[src/hw/rtl/av_sync_sample_count_corrector_top_defines.svh]
// Assertion helpers shared by the corrector RTL.
`ifndef AV_SYNC_SAMPLE_COUNT_CORRECTOR_TOP_DEFINES_SVH
`define AV_SYNC_SAMPLE_COUNT_CORRECTOR_TOP_DEFINES_SVH

// Same-cycle implication, checked out of reset.
`define ACSC_ASSERT_SAME(label, clk, rst_n, ante, cons, msg) \
  label: assert property (@(posedge clk) disable iff (!rst_n) (ante) |-> (cons)) \
    else $error(msg);

// Next-cycle implication, checked out of reset.
`define ACSC_ASSERT_NEXT(label, clk, rst_n, ante, cons, msg) \
  label: assert property (@(posedge clk) disable iff (!rst_n) (ante) |=> (cons)) \
    else $error(msg);

`endif

[src/hw/rtl/acsc_pkg.sv]
`timescale 1ns / 1ps

package acsc_pkg;

  // field widths
  localparam int DIFF_W     = 25;
  localparam int FRAME_W    = 14;
  localparam int WANT_W     = 15;
  localparam int ACC_W      = 32;
  localparam int COEF_W     = 16;
  localparam int THR_W      = 24;
  localparam int RATE_W     = 18;
  localparam int IN_TDATA_W = 40;
  localparam int OUT_TDATA_W = 16;
  localparam int CFG_IDX_W  = 3;
  localparam int CFG_DATA_W = 24;

  // serial multiplier operand widths
  localparam int MUL_B_W = 18;
  localparam int PROD_W  = ACC_W + MUL_B_W;

  // fixed point
  localparam int FRAC_SH    = 16;
  localparam int SEC_SH     = 20;
  localparam int ROUND_HALF = 32768;
  localparam int COEF_ONE   = 65536;
  localparam int PCT_BASE   = 100;

  // parameter defaults
  localparam int AVG_MEASURES_DEF = 20;
  localparam int CORR_PCT_DEF     = 10;

  // register reset values
  localparam logic              SYNC_EN_RST = 1'b1;
  localparam logic [COEF_W-1:0] COEF_RST    = 16'd52057;
  localparam logic [THR_W-1:0]  THR_RST     = 24'd41943;
  localparam logic [THR_W-1:0]  LIMIT_RST   = 24'd10485760;
  localparam logic [RATE_W-1:0] RATE_RST    = 18'd48000;

  typedef enum logic [CFG_IDX_W-1:0] {
    CFG_SYNC_ENABLE = 3'd0,
    CFG_AVG_COEF    = 3'd1,
    CFG_DIFF_THR    = 3'd2,
    CFG_NOSYNC_LIM  = 3'd3,
    CFG_SOURCE_RATE = 3'd4
  } acsc_cfg_idx_t;

  typedef enum logic [2:0] {
    ST_IDLE,
    ST_MUL_AVG,
    ST_NEG,
    ST_ACC,
    ST_THR_LD,
    ST_MUL_THR,
    ST_CMP,
    ST_FINISH
  } acsc_state_t;

endpackage

[src/hw/rtl/acsc_sermul.sv]
`timescale 1ns / 1ps

// Bit-serial shift-add multiplier, unsigned, one bit of b per cycle.
module acsc_sermul #(
  parameter int A_W = 32,
  parameter int B_W = 18
) (
  input  logic               clk,
  input  logic               rst_n,
  input  logic               start,
  input  logic [A_W-1:0]     a,
  input  logic [B_W-1:0]     b,
  output logic               busy,
  output logic               done,
  output logic [A_W+B_W-1:0] prod
);

  localparam int CNT_W = $clog2(B_W + 1);

  logic [A_W-1:0]     a_r;
  logic [A_W+B_W-1:0] p_r;
  logic [A_W+B_W-1:0] p_nxt;
  logic [CNT_W-1:0]   cnt_r;
  logic               busy_r;
  logic               done_r;
  logic [A_W:0]       sum;

  // high half accumulates, low half holds the multiplier bits still to go
  assign sum   = {1'b0, p_r[A_W+B_W-1:B_W]} + (p_r[0] ? {1'b0, a_r} : {(A_W+1){1'b0}});
  assign p_nxt = {sum, p_r[B_W-1:1]};

  always_ff @(posedge clk) begin
    if (!rst_n) begin
      busy_r <= 1'b0;
      done_r <= 1'b0;
      cnt_r  <= '0;
    end else begin
      done_r <= 1'b0;
      if (start) begin
        busy_r <= 1'b1;
        cnt_r  <= CNT_W'(B_W);
      end else if (busy_r) begin
        cnt_r <= cnt_r - 1'b1;
        if (cnt_r == CNT_W'(1)) begin
          busy_r <= 1'b0;
          done_r <= 1'b1;
        end
      end
    end
  end

  always_ff @(posedge clk) begin
    if (start) begin
      a_r <= a;
      p_r <= {{A_W{1'b0}}, b};
    end else if (busy_r) begin
      p_r <= p_nxt;
    end
  end

  assign busy = busy_r;
  assign done = done_r;
  assign prod = p_r;

endmodule

[src/hw/rtl/acsc_cdiv.sv]
`timescale 1ns / 1ps

// Restoring divider by a constant, one quotient bit per cycle.
module acsc_cdiv #(
  parameter int N_W     = 22,
  parameter int DIVISOR = 100
) (
  input  logic           clk,
  input  logic           rst_n,
  input  logic           start,
  input  logic [N_W-1:0] num,
  output logic           busy,
  output logic [N_W-1:0] quot
);

  localparam int R_W   = $clog2(DIVISOR + 1);
  localparam int CNT_W = $clog2(N_W + 1);

  logic [R_W-1:0]   rem_r;
  logic [N_W-1:0]   q_r;
  logic [CNT_W-1:0] cnt_r;
  logic             busy_r;
  logic [R_W:0]     trial;
  logic             ge;

  assign trial = {rem_r, q_r[N_W-1]};
  assign ge    = (trial >= (R_W+1)'(DIVISOR));

  always_ff @(posedge clk) begin
    if (!rst_n) begin
      busy_r <= 1'b0;
      cnt_r  <= '0;
    end else if (start) begin
      busy_r <= 1'b1;
      cnt_r  <= CNT_W'(N_W);
    end else if (busy_r) begin
      cnt_r <= cnt_r - 1'b1;
      if (cnt_r == CNT_W'(1)) begin
        busy_r <= 1'b0;
      end
    end
  end

  // numerator bits shift out at the top, quotient bits shift in at the bottom
  always_ff @(posedge clk) begin
    if (start) begin
      rem_r <= '0;
      q_r   <= num;
    end else if (busy_r) begin
      rem_r <= ge ? R_W'(trial - (R_W+1)'(DIVISOR)) : R_W'(trial);
      q_r   <= {q_r[N_W-2:0], ge};
    end
  end

  assign busy = busy_r;
  assign quot = q_r;

endmodule

[src/hw/rtl/av_sync_sample_count_corrector_top.sv]
// Audio/video sync sample count corrector. One input word per decoded audio frame carries
// the audio-minus-master clock difference (signed seconds, Q20), a valid flag on in_tuser
// and the frame's sample count; one output word returns the sample count to produce, with
// out_tuser set when the correction was applied. The block keeps an exponentially weighted
// accumulator of the difference and a measurement count, moved only while sync is enabled;
// an invalid difference, or one at or beyond nosync_limit, clears both. After AVG_MEASURES
// measurements, once the averaged difference reaches diff_threshold, the count moves by
// diff * source_rate samples, clipped to within CORRECTION_PERCENT percent of the frame
// count. Between accepted words the shared bit-serial multiplier runs twice in sequence,
// first for the averaging product, then for the threshold product. The result waits in
// an output register, so a new word is taken while it is pending. Configuration is
// written through cfg_valid/cfg_index/cfg_data (always ready); the user must write it
// only while the block is idle, as the block itself does not enforce this.
`timescale 1ns / 1ps
`include "av_sync_sample_count_corrector_top_defines.svh"

module av_sync_sample_count_corrector_top
  import acsc_pkg::*;
#(
  parameter int AVG_MEASURES       = AVG_MEASURES_DEF,
  parameter int CORRECTION_PERCENT = CORR_PCT_DEF
) (
  input  logic                   clk,
  input  logic                   rst_n,
  // in_tdata: [24:0] clock_diff, [38:25] frame_samples, [39] zero
  input  logic                   in_tvalid,
  output logic                   in_tready,
  input  logic [IN_TDATA_W-1:0]  in_tdata,
  // in_tuser: [0] diff_valid
  input  logic                   in_tuser,
  // out_tdata: [14:0] wanted_samples, [15] zero
  output logic                   out_tvalid,
  input  logic                   out_tready,
  output logic [OUT_TDATA_W-1:0] out_tdata,
  // out_tuser: [0] corrected
  output logic                   out_tuser,
  input  logic                   cfg_valid,
  output logic                   cfg_ready,
  input  logic [CFG_IDX_W-1:0]   cfg_index,
  input  logic [CFG_DATA_W-1:0]  cfg_data
);

  localparam int MC_W    = $clog2(AVG_MEASURES + 1);
  localparam int MULT_W  = $clog2(PCT_BASE + CORRECTION_PERCENT + 1);
  localparam int NUM_W   = FRAME_W + MULT_W;
  localparam int LO_MULT = PCT_BASE - CORRECTION_PERCENT;
  localparam int HI_MULT = PCT_BASE + CORRECTION_PERCENT;
  localparam int P2_W    = DIFF_W + RATE_W;
  localparam int SHIFT_W = P2_W - SEC_SH;
  localparam int WS_W    = SHIFT_W + 2;

  // ---------------------------------------------------------------- config regs
  logic              sync_en_r;
  logic [COEF_W-1:0] coef_r;
  logic [THR_W-1:0]  thr_r;
  logic [THR_W-1:0]  limit_r;
  logic [RATE_W-1:0] rate_r;

  assign cfg_ready = 1'b1;

  always_ff @(posedge clk) begin
    if (!rst_n) begin
      sync_en_r <= SYNC_EN_RST;
      coef_r    <= COEF_RST;
      thr_r     <= THR_RST;
      limit_r   <= LIMIT_RST;
      rate_r    <= RATE_RST;
    end else if (cfg_valid) begin
      unique case (cfg_index)
        CFG_SYNC_ENABLE: sync_en_r <= cfg_data[0];
        CFG_AVG_COEF:    coef_r    <= cfg_data[COEF_W-1:0];
        CFG_DIFF_THR:    thr_r     <= cfg_data[THR_W-1:0];
        CFG_NOSYNC_LIM:  limit_r   <= cfg_data[THR_W-1:0];
        CFG_SOURCE_RATE: rate_r    <= cfg_data[RATE_W-1:0];
        default: ;  // unmapped index, write dropped
      endcase
    end
  end

  // ---------------------------------------------------------------- control
  acsc_state_t state_r, state_nxt;

  logic in_acc;
  logic ld_neg, ld_acc, start_thr, ld_cmp, out_load;
  logic fin_go;

  logic m1_busy, m1_done, m2_busy, m2_done, dlo_busy, dhi_busy;

  logic out_valid_r;

  assign in_acc = in_tvalid && in_tready;
  assign fin_go = !m2_busy && !dlo_busy && !dhi_busy && (!out_valid_r || out_tready);

  always_comb begin
    state_nxt = state_r;
    unique case (state_r)
      ST_IDLE:    if (in_tvalid) state_nxt = ST_MUL_AVG;
      ST_MUL_AVG: if (m1_done) state_nxt = ST_NEG;
      ST_NEG:     state_nxt = ST_ACC;
      ST_ACC:     state_nxt = ST_THR_LD;
      ST_THR_LD:  state_nxt = ST_MUL_THR;
      ST_MUL_THR: if (m1_done) state_nxt = ST_CMP;
      ST_CMP:     state_nxt = ST_FINISH;
      ST_FINISH:  if (fin_go) state_nxt = ST_IDLE;
      default:    state_nxt = ST_IDLE;
    endcase
  end

  always_comb begin
    in_tready = 1'b0;
    ld_neg    = 1'b0;
    ld_acc    = 1'b0;
    start_thr = 1'b0;
    ld_cmp    = 1'b0;
    out_load  = 1'b0;
    unique case (state_r)
      ST_IDLE:    in_tready = 1'b1;
      ST_NEG:     ld_neg    = 1'b1;
      ST_ACC:     ld_acc    = 1'b1;
      ST_THR_LD:  start_thr = 1'b1;
      ST_CMP:     ld_cmp    = 1'b1;
      ST_FINISH:  out_load  = fin_go;
      default: ;
    endcase
  end

  always_ff @(posedge clk) begin
    if (!rst_n) begin
      state_r <= ST_IDLE;
    end else begin
      state_r <= state_nxt;
    end
  end

  // ---------------------------------------------------------------- input capture
  logic [DIFF_W-1:0]  diff_in, mag_in;
  logic [FRAME_W-1:0] nb_in;

  logic [DIFF_W-1:0]  diff_r;
  logic [FRAME_W-1:0] nb_r;
  logic               ok_r;

  assign diff_in = in_tdata[DIFF_W-1:0];
  assign nb_in   = in_tdata[DIFF_W +: FRAME_W];
  assign mag_in  = diff_in[DIFF_W-1] ? (~diff_in + 1'b1) : diff_in;

  // ok: difference defined and strictly inside the no-sync window
  always_ff @(posedge clk) begin
    if (in_acc) begin
      diff_r <= diff_in;
      nb_r   <= nb_in;
      ok_r   <= in_tuser && (mag_in < DIFF_W'(limit_r));
    end
  end

  // ---------------------------------------------------------------- shared multiplier
  // pass 1: |acc| * coef      pass 2: |acc_new| * (1.0 - coef)
  logic [ACC_W-1:0]   acc_r;
  logic [ACC_W-1:0]   abs_acc;
  logic [MUL_B_W-1:0] m1_b;
  logic [PROD_W-1:0]  prod1;

  assign abs_acc = acc_r[ACC_W-1] ? (~acc_r + 1'b1) : acc_r;
  assign m1_b    = in_acc ? MUL_B_W'(coef_r)
                          : MUL_B_W'((COEF_W+1)'(COEF_ONE) - (COEF_W+1)'(coef_r));

  acsc_sermul #(
    .A_W (ACC_W),
    .B_W (MUL_B_W)
  ) u_mul_acc (
    .clk   (clk),
    .rst_n (rst_n),
    .start (in_acc || start_thr),
    .a     (abs_acc),
    .b     (m1_b),
    .busy  (m1_busy),
    .done  (m1_done),
    .prod  (prod1)
  );

  // sample shift magnitude: |diff| * source_rate, runs alongside pass 1
  logic [P2_W-1:0] prod2;

  acsc_sermul #(
    .A_W (DIFF_W),
    .B_W (RATE_W)
  ) u_mul_shift (
    .clk   (clk),
    .rst_n (rst_n),
    .start (in_acc),
    .a     (mag_in),
    .b     (rate_r),
    .busy  (m2_busy),
    .done  (m2_done),
    .prod  (prod2)
  );

  // clip bounds, nb * (100 -/+ pct) / 100
  logic [NUM_W-1:0] lo_q, hi_q;

  acsc_cdiv #(
    .N_W     (NUM_W),
    .DIVISOR (PCT_BASE)
  ) u_div_lo (
    .clk   (clk),
    .rst_n (rst_n),
    .start (in_acc),
    .num   (NUM_W'(nb_in) * NUM_W'(LO_MULT)),
    .busy  (dlo_busy),
    .quot  (lo_q)
  );

  acsc_cdiv #(
    .N_W     (NUM_W),
    .DIVISOR (PCT_BASE)
  ) u_div_hi (
    .clk   (clk),
    .rst_n (rst_n),
    .start (in_acc),
    .num   (NUM_W'(nb_in) * NUM_W'(HI_MULT)),
    .busy  (dhi_busy),
    .quot  (hi_q)
  );

  // ---------------------------------------------------------------- accumulator update
  logic [PROD_W-1:0]        prod_s_r;
  logic signed [PROD_W-1:0] rnd, shd, dext, accsum;
  logic                     acc_fit;
  logic [ACC_W-1:0]         acc_nxt;
  logic [MC_W-1:0]          cnt_r;
  logic                     avg_r;
  logic                     met_r;

  // signed product, rounded half up, floor shift, plus diff, saturated to 32 bits
  assign rnd     = $signed(prod_s_r) + $signed(PROD_W'(ROUND_HALF));
  assign shd     = rnd >>> FRAC_SH;
  assign dext    = $signed({{(PROD_W-DIFF_W){diff_r[DIFF_W-1]}}, diff_r});
  assign accsum  = shd + dext;
  assign acc_fit = (accsum[PROD_W-1:ACC_W-1] == '0) || (accsum[PROD_W-1:ACC_W-1] == '1);
  assign acc_nxt = acc_fit ? accsum[ACC_W-1:0]
                 : (accsum[PROD_W-1] ? {1'b1, {(ACC_W-1){1'b0}}}
                                     : {1'b0, {(ACC_W-1){1'b1}}});

  always_ff @(posedge clk) begin
    if (ld_neg) begin
      prod_s_r <= acc_r[ACC_W-1] ? (~prod1 + 1'b1) : prod1;
    end
    if (ld_acc) begin
      avg_r <= (cnt_r < MC_W'(AVG_MEASURES));
    end
    if (ld_cmp) begin
      met_r <= (prod1 >= PROD_W'({thr_r, {FRAC_SH{1'b0}}}));
    end
  end

  // filter state only moves while sync is enabled
  always_ff @(posedge clk) begin
    if (!rst_n) begin
      acc_r <= '0;
      cnt_r <= '0;
    end else if (ld_acc && sync_en_r) begin
      if (ok_r) begin
        acc_r <= acc_nxt;
        if (cnt_r < MC_W'(AVG_MEASURES)) begin
          cnt_r <= cnt_r + 1'b1;
        end
      end else begin
        acc_r <= '0;
        cnt_r <= '0;
      end
    end
  end

  // ---------------------------------------------------------------- result
  logic [SHIFT_W-1:0]     shift;
  logic signed [WS_W-1:0] ws, lo_s, hi_s;
  logic [WANT_W-1:0]      clip_val;
  logic                   take;
  logic [WANT_W-1:0]      wanted_nxt;
  logic [WANT_W-1:0]      out_wanted_r;
  logic                   out_corr_r;

  assign shift = prod2[P2_W-1:SEC_SH];
  assign lo_s  = $signed(WS_W'(lo_q));
  assign hi_s  = $signed(WS_W'(hi_q));
  assign ws    = diff_r[DIFF_W-1] ? $signed(WS_W'(nb_r) - WS_W'(shift))
                                  : $signed(WS_W'(nb_r) + WS_W'(shift));

  always_comb begin
    if (ws < lo_s) begin
      clip_val = lo_q[WANT_W-1:0];
    end else if (ws > hi_s) begin
      clip_val = hi_q[WANT_W-1:0];
    end else begin
      clip_val = ws[WANT_W-1:0];
    end
  end

  assign take       = sync_en_r && ok_r && !avg_r && met_r;
  assign wanted_nxt = take ? clip_val : WANT_W'(nb_r);

  always_ff @(posedge clk) begin
    if (!rst_n) begin
      out_valid_r <= 1'b0;
    end else if (out_load) begin
      out_valid_r <= 1'b1;
    end else if (out_tready) begin
      out_valid_r <= 1'b0;
    end
  end

  always_ff @(posedge clk) begin
    if (out_load) begin
      out_wanted_r <= wanted_nxt;
      out_corr_r   <= take;
    end
  end

  assign out_tvalid = out_valid_r;
  assign out_tdata  = OUT_TDATA_W'(out_wanted_r);
  assign out_tuser  = out_corr_r;

  // ---------------------------------------------------------------- checks
  `ACSC_ASSERT_SAME(a_cnt_range, clk, rst_n, 1'b1, cnt_r <= MC_W'(AVG_MEASURES), "measure count past limit")
  `ACSC_ASSERT_SAME(a_pass_thru, clk, rst_n, out_load && !take, wanted_nxt == WANT_W'(nb_r), "uncorrected count differs from frame count")
  `ACSC_ASSERT_SAME(a_clip, clk, rst_n, out_load && take, (WANT_W'(lo_q) <= wanted_nxt) && (wanted_nxt <= WANT_W'(hi_q)), "corrected count outside clip window")
  `ACSC_ASSERT_NEXT(a_one_word, clk, rst_n, in_acc, !in_tready && (m1_busy || m2_done || m2_busy), "second word taken while one is in flight")

endmodule
[config.mk]
export PLATFORM = sky130hd
export DESIGN_NAME = av_sync_sample_count_corrector_top
export DESIGN_NICKNAME = d
export VERILOG_FILES = /design/src/hw/rtl/acsc_pkg.sv /design/src/hw/rtl/acsc_sermul.sv /design/src/hw/rtl/acsc_cdiv.sv /design/src/hw/rtl/av_sync_sample_count_corrector_top.sv
export VERILOG_INCLUDE_DIRS = /design/src /design/src/hw/rtl
export SDC_FILE = /design/constraint.sdc
export NUM_CORES = 1
export LEC_CHECK = 0
export BUFFER_PORTS_ARGS = -buffer_cell sky130_fd_sc_hd__clkbuf_2
export CAP_MARGIN = 25
export CORE_ASPECT_RATIO = 1.5
export CORE_MARGIN = 2
export CORE_UTILIZATION = 38
export DETAILED_ROUTE_END_ITERATION = 12
export HOLD_SLACK_MARGIN = 0.08
export SLEW_MARGIN = 20
export SYNTH_ARGS = -nofsm -noshare
export SYNTH_HDL_FRONTEND = slang
export SYNTH_HIERARCHICAL = 1
export SYNTH_SLANG_ARGS = --single-unit
[constraint.sdc]
create_clock -name clk -period 4.9 [get_ports clk]
set_input_delay 0.98 -clock clk [delete_from_list [all_inputs] [get_ports clk]]
set_output_delay 0.98 -clock clk [all_outputs]
set_load 0.01 [all_outputs]
## Word-level counts from Yosys, hierarchy flattened

Cells that the tools add are included.

- Register bits after elaboration: 463
- Latch bits: 0
- Memory bits (writable): 0
- Memory bits (read-only): 0
- Input bits: 73
- Output and inout port bits: 20
- Logic and storage cells: 190
- Memories kept: 0

- $add $sub $neg: 17
- Multiply operators: 2
- Divide/modulo/power cells: 0
- $lt $le $gt $ge: 7
- Equal/unequal tests: 21
- Shift-type cells: 0
- Mux-type cells: 59
- Bitwise logic cells: 5
- Reduce and logical (&&, ||, !) cells: 35

Operators by type and width:

| kind | number |
|---|---|
| 32-bit two-way mux | 4 |
| 18-bit two-way mux | 5 |
| 21-bit two-way mux | 4 |
| 25-bit two-way mux | 3 |
| 50-bit by 1-bit adder with 50-bit output, second input constant | 1 |
| 50-bit by 17-bit adder with 50-bit output, second input constant | 1 |
| 50-bit by 40-bit >= comparator with 1-bit output | 1 |
| 5-bit two-way mux | 10 |
| 50-bit two-way mux | 1 |
| 50-bit NOT | 1 |
| 14-bit by 6-bit multiplier with 20-bit output, second input constant | 2 |
| 34-bit by 25-bit adder with 35-bit output | 1 |
| 32-bit by 32-bit adder with 33-bit output | 1 |
| 32-bit by 1-bit adder with 32-bit output, second input constant | 1 |
| 32-bit NOT | 1 |
| 31-bit two-way mux | 1 |
| 15-bit two-way mux | 2 |
| 25-bit by 25-bit adder with 26-bit output | 1 |
| 25-bit by 1-bit adder with 25-bit output, second input constant | 1 |
| 25-bit by 22-bit > comparator with 1-bit output | 1 |
| 25-bit by 22-bit less-than comparator with 1-bit output | 1 |
| 25-bit by 24-bit less-than comparator with 1-bit output | 1 |
| 25-bit NOT | 1 |
| 14-bit by 23-bit adder with 24-bit output | 1 |
| other kinds (30) | 99 |

## Logic depth before layout (Yosys ltp)

- Depth in word-level cells: 6
- Mapped depth: 23
- Depth with buffers taken out: 22

## Cells and area by module

Netlist, hierarchy kept.

Modules (own cells, without submodules):

| module | instances | cells an instance | area an instance (sq um) | seq. area each (sq um) |
|---|---|---|---|---|
| av_sync_sample_count_corrector_top | 1 | 2276 | 19318.5 | 5275.1 |
| acsc_sermul at u_mul_acc | 1 | 509 | 5117.4 | 2282.2 |
| acsc_sermul at u_mul_shift | 1 | 396 | 4134.0 | 1931.9 |
| acsc_cdiv | 2 | 120 | 1561.5 | 890.9 |

## Worst setup path before layout

Ideal clock, no wire load.

- Path type: input port to flip-flop
- Start: input in_tdata[28]
- End: register u_div_hi.q_r[20] (netlist: u_div_hi/quot[20]) (data pin)
- Data arrival time: 4.754 ns
- Path slack: -0.114 ns
- Cell stages on the path: 18
- Cell sequence: inv_1 > fa_1 > inv_1 > ha_1 > inv_1 > fa_1 > inv_1 > ha_1 > a21o_1 > a21oi_1 > o21bai_1 > a211oi_1 > o31ai_1 > o41ai_1 > o211ai_1 > a21oi_1 > xnor2_1 > mux2_2

- Longest elaborated chain between the ends: 2

Ends and longest elaborated chain:

| item | RTL line | source |
|---|---|---|
| start: declaration | av_sync_sample_count_corrector_top.sv:28 | `input logic [IN_TDATA_W-1:0] in_tdata,` |
| 14-bit by 6-bit multiplier with 20-bit output | av_sync_sample_count_corrector_top.sv:220 | `.num (NUM_W'(nb_in) * NUM_W'(HI_MULT)),` |
| 21-bit two-way mux | acsc_cdiv.sv:46 | `if (start) begin` |
| end signal: assignment | acsc_cdiv.sv:48 | `q_r <= num;` |
| end signal: assignment | acsc_cdiv.sv:51 | `q_r <= {q_r[N_W-2:0], ge};` |
| end: declaration | acsc_cdiv.sv:20 | `logic [N_W-1:0] q_r;` |

Every way passes these cells.
A chain may end at the register's enable or synchronous reset.

## Worst setup path in the final report

- Start: register nb_r[5]
- End: register out_wanted_r[8] (data pin)

- Longest elaborated chain between the ends: 6

Ends and longest elaborated chain:

| item | RTL line | source |
|---|---|---|
| start: declaration | av_sync_sample_count_corrector_top.sv:140 | `logic [FRAME_W-1:0] nb_r;` |
| start signal: assignment | av_sync_sample_count_corrector_top.sv:151 | `nb_r <= nb_in;` |
| 14-bit by 23-bit adder with 24-bit output / 14-bit by 23-bit subtractor with 24-bit output (equally long branches) | av_sync_sample_count_corrector_top.sv:287, av_sync_sample_count_corrector_top.sv:286 |  |
| 25-bit two-way mux * | av_sync_sample_count_corrector_top.sv:286 | `assign ws = diff_r[DIFF_W-1] ? $signed(WS_W'(nb_r) - WS_W'(shift))` |
| 25-bit by 22-bit > comparator with 1-bit output | av_sync_sample_count_corrector_top.sv:292 | `end else if (ws > hi_s) begin` |
| 15-bit two-way mux | av_sync_sample_count_corrector_top.sv:292 |  |
| 15-bit two-way mux * | av_sync_sample_count_corrector_top.sv:290 | `if (ws < lo_s) begin` |
| 14-bit two-way mux * | av_sync_sample_count_corrector_top.sv:300 | `assign wanted_nxt = take ? clip_val : WANT_W'(nb_r);` |
| via wanted_nxt[8] | av_sync_sample_count_corrector_top.sv:279 | `logic [WANT_W-1:0] wanted_nxt;` |
| end signal: assignment | av_sync_sample_count_corrector_top.sv:314 | `out_wanted_r <= wanted_nxt;` |
| end: declaration | av_sync_sample_count_corrector_top.sv:280 | `logic [WANT_W-1:0] out_wanted_r;` |

The timed path passes the listed nets; every way through them passes the cells marked *.

==> impl_metrics.py <==
metrics = {
    "run_status": {
        "status": "finished clean",
    },
    "clock_network": {
        "cts_root_buf": "clkbuf_16",
        "cts_tree": "done",
        "cts_buffers": 49,
        "path_clk_slew_ns": 0.06,
        "cts_hold_buf": 0,
        "clock_latency_ns": 0.64,
        "htree_num_levels": 2,
        "clock_path_buffers": 3,
        "cts_sinks": 448,
    },
    "worst_setup_path": {
        "crit_type": "flop to flop",
        "rrSetupSlack_ns": 0.1,
        "r2r_start": "nb_r[5]$_DFFE_PP_",
        "path_max_fanout": 7,
        "end_kind": "flop",
        "cp.required_ns": 5.25,
        "crit_arrival_ns": 5.15,
        "r2r_cells": 22,
        "r2r-end": "out_wanted_r[8]$_DFFE_PP_",
        "critPathLaunchType": "flop",
    },
    "pwr": {
        "power.density_nw_per_um2": 354,
        "p_leak_nw": 15.4,
        "irDropWorstVdd_mv": 0.254,
        "power_w": 0.0131,
    },
    "flow_run": {
        "drv_cap": 0,
    },
    "routing": {
        "drcViolationCount": 0,
        "final_antenna_net_count": 0,
        "vias": 25800,
        "wl_um": 90000,
        "drt-wirelength-per-cell_um": 18.7,
        "drtPass1Iterations": 6,
        "routed_via_density": 5.34,
        "drtIter0Drc": 1520,
    },
    "timing": {
        "rsz0062_at_grt": "yes",
        "max_freq_ghz": 0.208,
        "slew_headroom_pct": 37.5,
        "fin_crit_sh_pct": 98.0,
        "setup_viol_count_final": 0,
        "setup_tns_ns": 0,
        "finalHoldViolCount": 0,
        "slew_viol_final": 0,
        "worst_slew_pin_slew_ns": 0.938,
        "clock_skew_ns": 0.0401,
        "period_minus_slack_ns": 4.80,
        "whs_ns": 0.452,
    },
    "synthesis": {
        "postSynthCellCount": 3419,
        "syn_area_um2": 31700,
        "yosysWarnings": 6,
        "avgSynthCellArea_um2": 9.26,
    },
    "worst_hold_path": {
        "worst_hold_startpoint": "rate_r[2]$_SDFFE_PN0P_",
        "hold_end": "rate_r[2]$_SDFFE_PN0P_",
        "holdPathStages": 2,
        "hold_class": "flop to flop",
    },
    "global_route": {
        "grt_pass1_wl_um": 138000,
        "grt_max_degree": 69,
        "grt_usage_pct": 20.6,
        "grt_antenna_before_repair": 2,
        "grt_overflow": 0,
        "grt_pass1_vias": 25200,
    },
    "finish": {
        "utilization_pct": 44.9,
        "nets": 4102,
        "diodes": 0,
        "syn_to_final_growth_pct": 17.0,
        "drive_above_1_share_pct": 16.6,
    },
    "placement": {
        "portBuffers": 89,
        "finalWeightedCongestion": 0.937,
        "dp_hpwl_um": 69100,
    },
    "floorplanning": {
        "die_w_um": 240,
        "die_area_um2": 85700,
        "die_h_um": 358,
        "start_util_pct": 38.4,
        "rows": 129,
        "fp.coreArea_um2": 82500,
        "pin_count": 93,
    },
}
how the worst max path moves through the flow:
stage / startpoint / end / slack [ns] / cells after the start
floorplan: in_tdata[28] / u_div_hi/quot[20]$_DFFE_PP_ / 0.03 / 18
CTS: nb_r[6]$_DFFE_PP_ / out_wanted_r[3]$_DFFE_PP_ / 0.0002 / 22
global route: nb_r[5]$_DFFE_PP_ / out_wanted_r[13]$_DFFE_PP_ / -0.15 / 22
detailed placement: in_tdata[28] / u_div_lo/quot[18]$_DFFE_PP_ / -0.52 / 21
global placement: in_tdata[29] / u_div_hi/quot[19]$_DFFE_PP_ / -0.47 / 20
finish: nb_r[5]$_DFFE_PP_ / out_wanted_r[8]$_DFFE_PP_ / 0.1 / 22
final cells by class:
| type | count | area, um^2 |
|---|---|---|
| fill | 7953 | 45400 |
| tap | 1113 | 1390 |
| inverter | 308 | 1160 |
| clock buffer | 65 | 1410 |
| multi-input combinational | 2538 | 19200 |
| clock inverter | 27 | 313 |
| sequential | 448 | 11300 |
| timing repair buffer | 322 | 2310 |
registers in the layout, indices dropped and copies added (netlist names), 3 cells and up:
name,count
u_div_hi/cnt_r,5
state_r,3
out_wanted_r,15
diff_r,25
coef_r,16
u_mul_acc/a_r,32
u_div_lo/rem_r,7
acc_r,32
u_mul_acc/prod,50
u_div_hi/quot,21
nb_r,14
u_mul_shift/cnt_r,5
u_div_hi/rem_r,7
u_div_lo/cnt_r,5
thr_r,24
u_div_lo/quot,21
u_mul_acc/cnt_r,5
rate_r,18
limit_r,24
u_mul_shift/prod,43
cnt_r,5
prod_s_r,35
u_mul_shift/a_r,25
stage by stage:
step	area, um^2	std cells	setup slack (ns)
floorplan	31700	3422	0.0336
global placement	34700	4708	-0.473
detailed placement	34700	4709	-0.520
CTS	36600	4804	0.000182
global route	37100	4821	-0.152
finish	37100	4821	0.0981
per-layer routing:
metal	vias up	routed length, um	global-route usage [%]
met2	525	48200	40.1
met5	-	0	0
met4	0	3940	8.16
met1	12400	34900	22.6
li1	12700	-	-
met3	178	2920	2.12
repair_timing:
item,4_1_cts,5_1_grt
endpoints found under the setup margin,24,52
setup buffers,2,16
resized for setup,21,89
pin swaps,8,20
cloned,1,2
layout by cell type (no fill, tap or decap), types with 36 or more instances in the layout:
cell,count
o21ai_0,133
fa_1,60
clkbuf_2,89
edfxtp_1,228
nand2_1,351
clkbuf_16,55
a21o_1,68
nand3_1,80
ha_1,295
nor2_1,150
nor2b_1,38
buf_4,221
mux2_2,77
a21oi_1,255
nand4_1,36
inv_1,306
nor3_1,46
dfxtp_1,219
xnor2_1,186
and2_1,67
xor2_1,71
where the power goes:
group          switching (W)  internal, W
sequential          0.000350      0.00436
combinational        0.00237      0.00209
clock                0.00168      0.00227
total                0.00440      0.00872
critical path, cell delays in order (launching register included):
cell	delay, ns
edfxtp_1	0.49
ha_4	0.26
o21a_1	0.18
buf_4	0.13
or3_4	0.33
a31o_4	0.25
o21a_1	0.22
o31ai_2	0.20
buf_4	0.16
buf_6	0.10
o21ai_1	0.06
nand2_1	0.10
xor2_2	0.08
buf_4	0.16
ha_4	0.26
nand4_1	0.26
nor4_2	0.38
a21oi_2	0.07
o31ai_2	0.24
buf_4	0.18
clkbuf_16	0.15
mux2i_1	0.18
o21ai_1	0.09
Note: power is estimated with default switching activity, not from simulation.
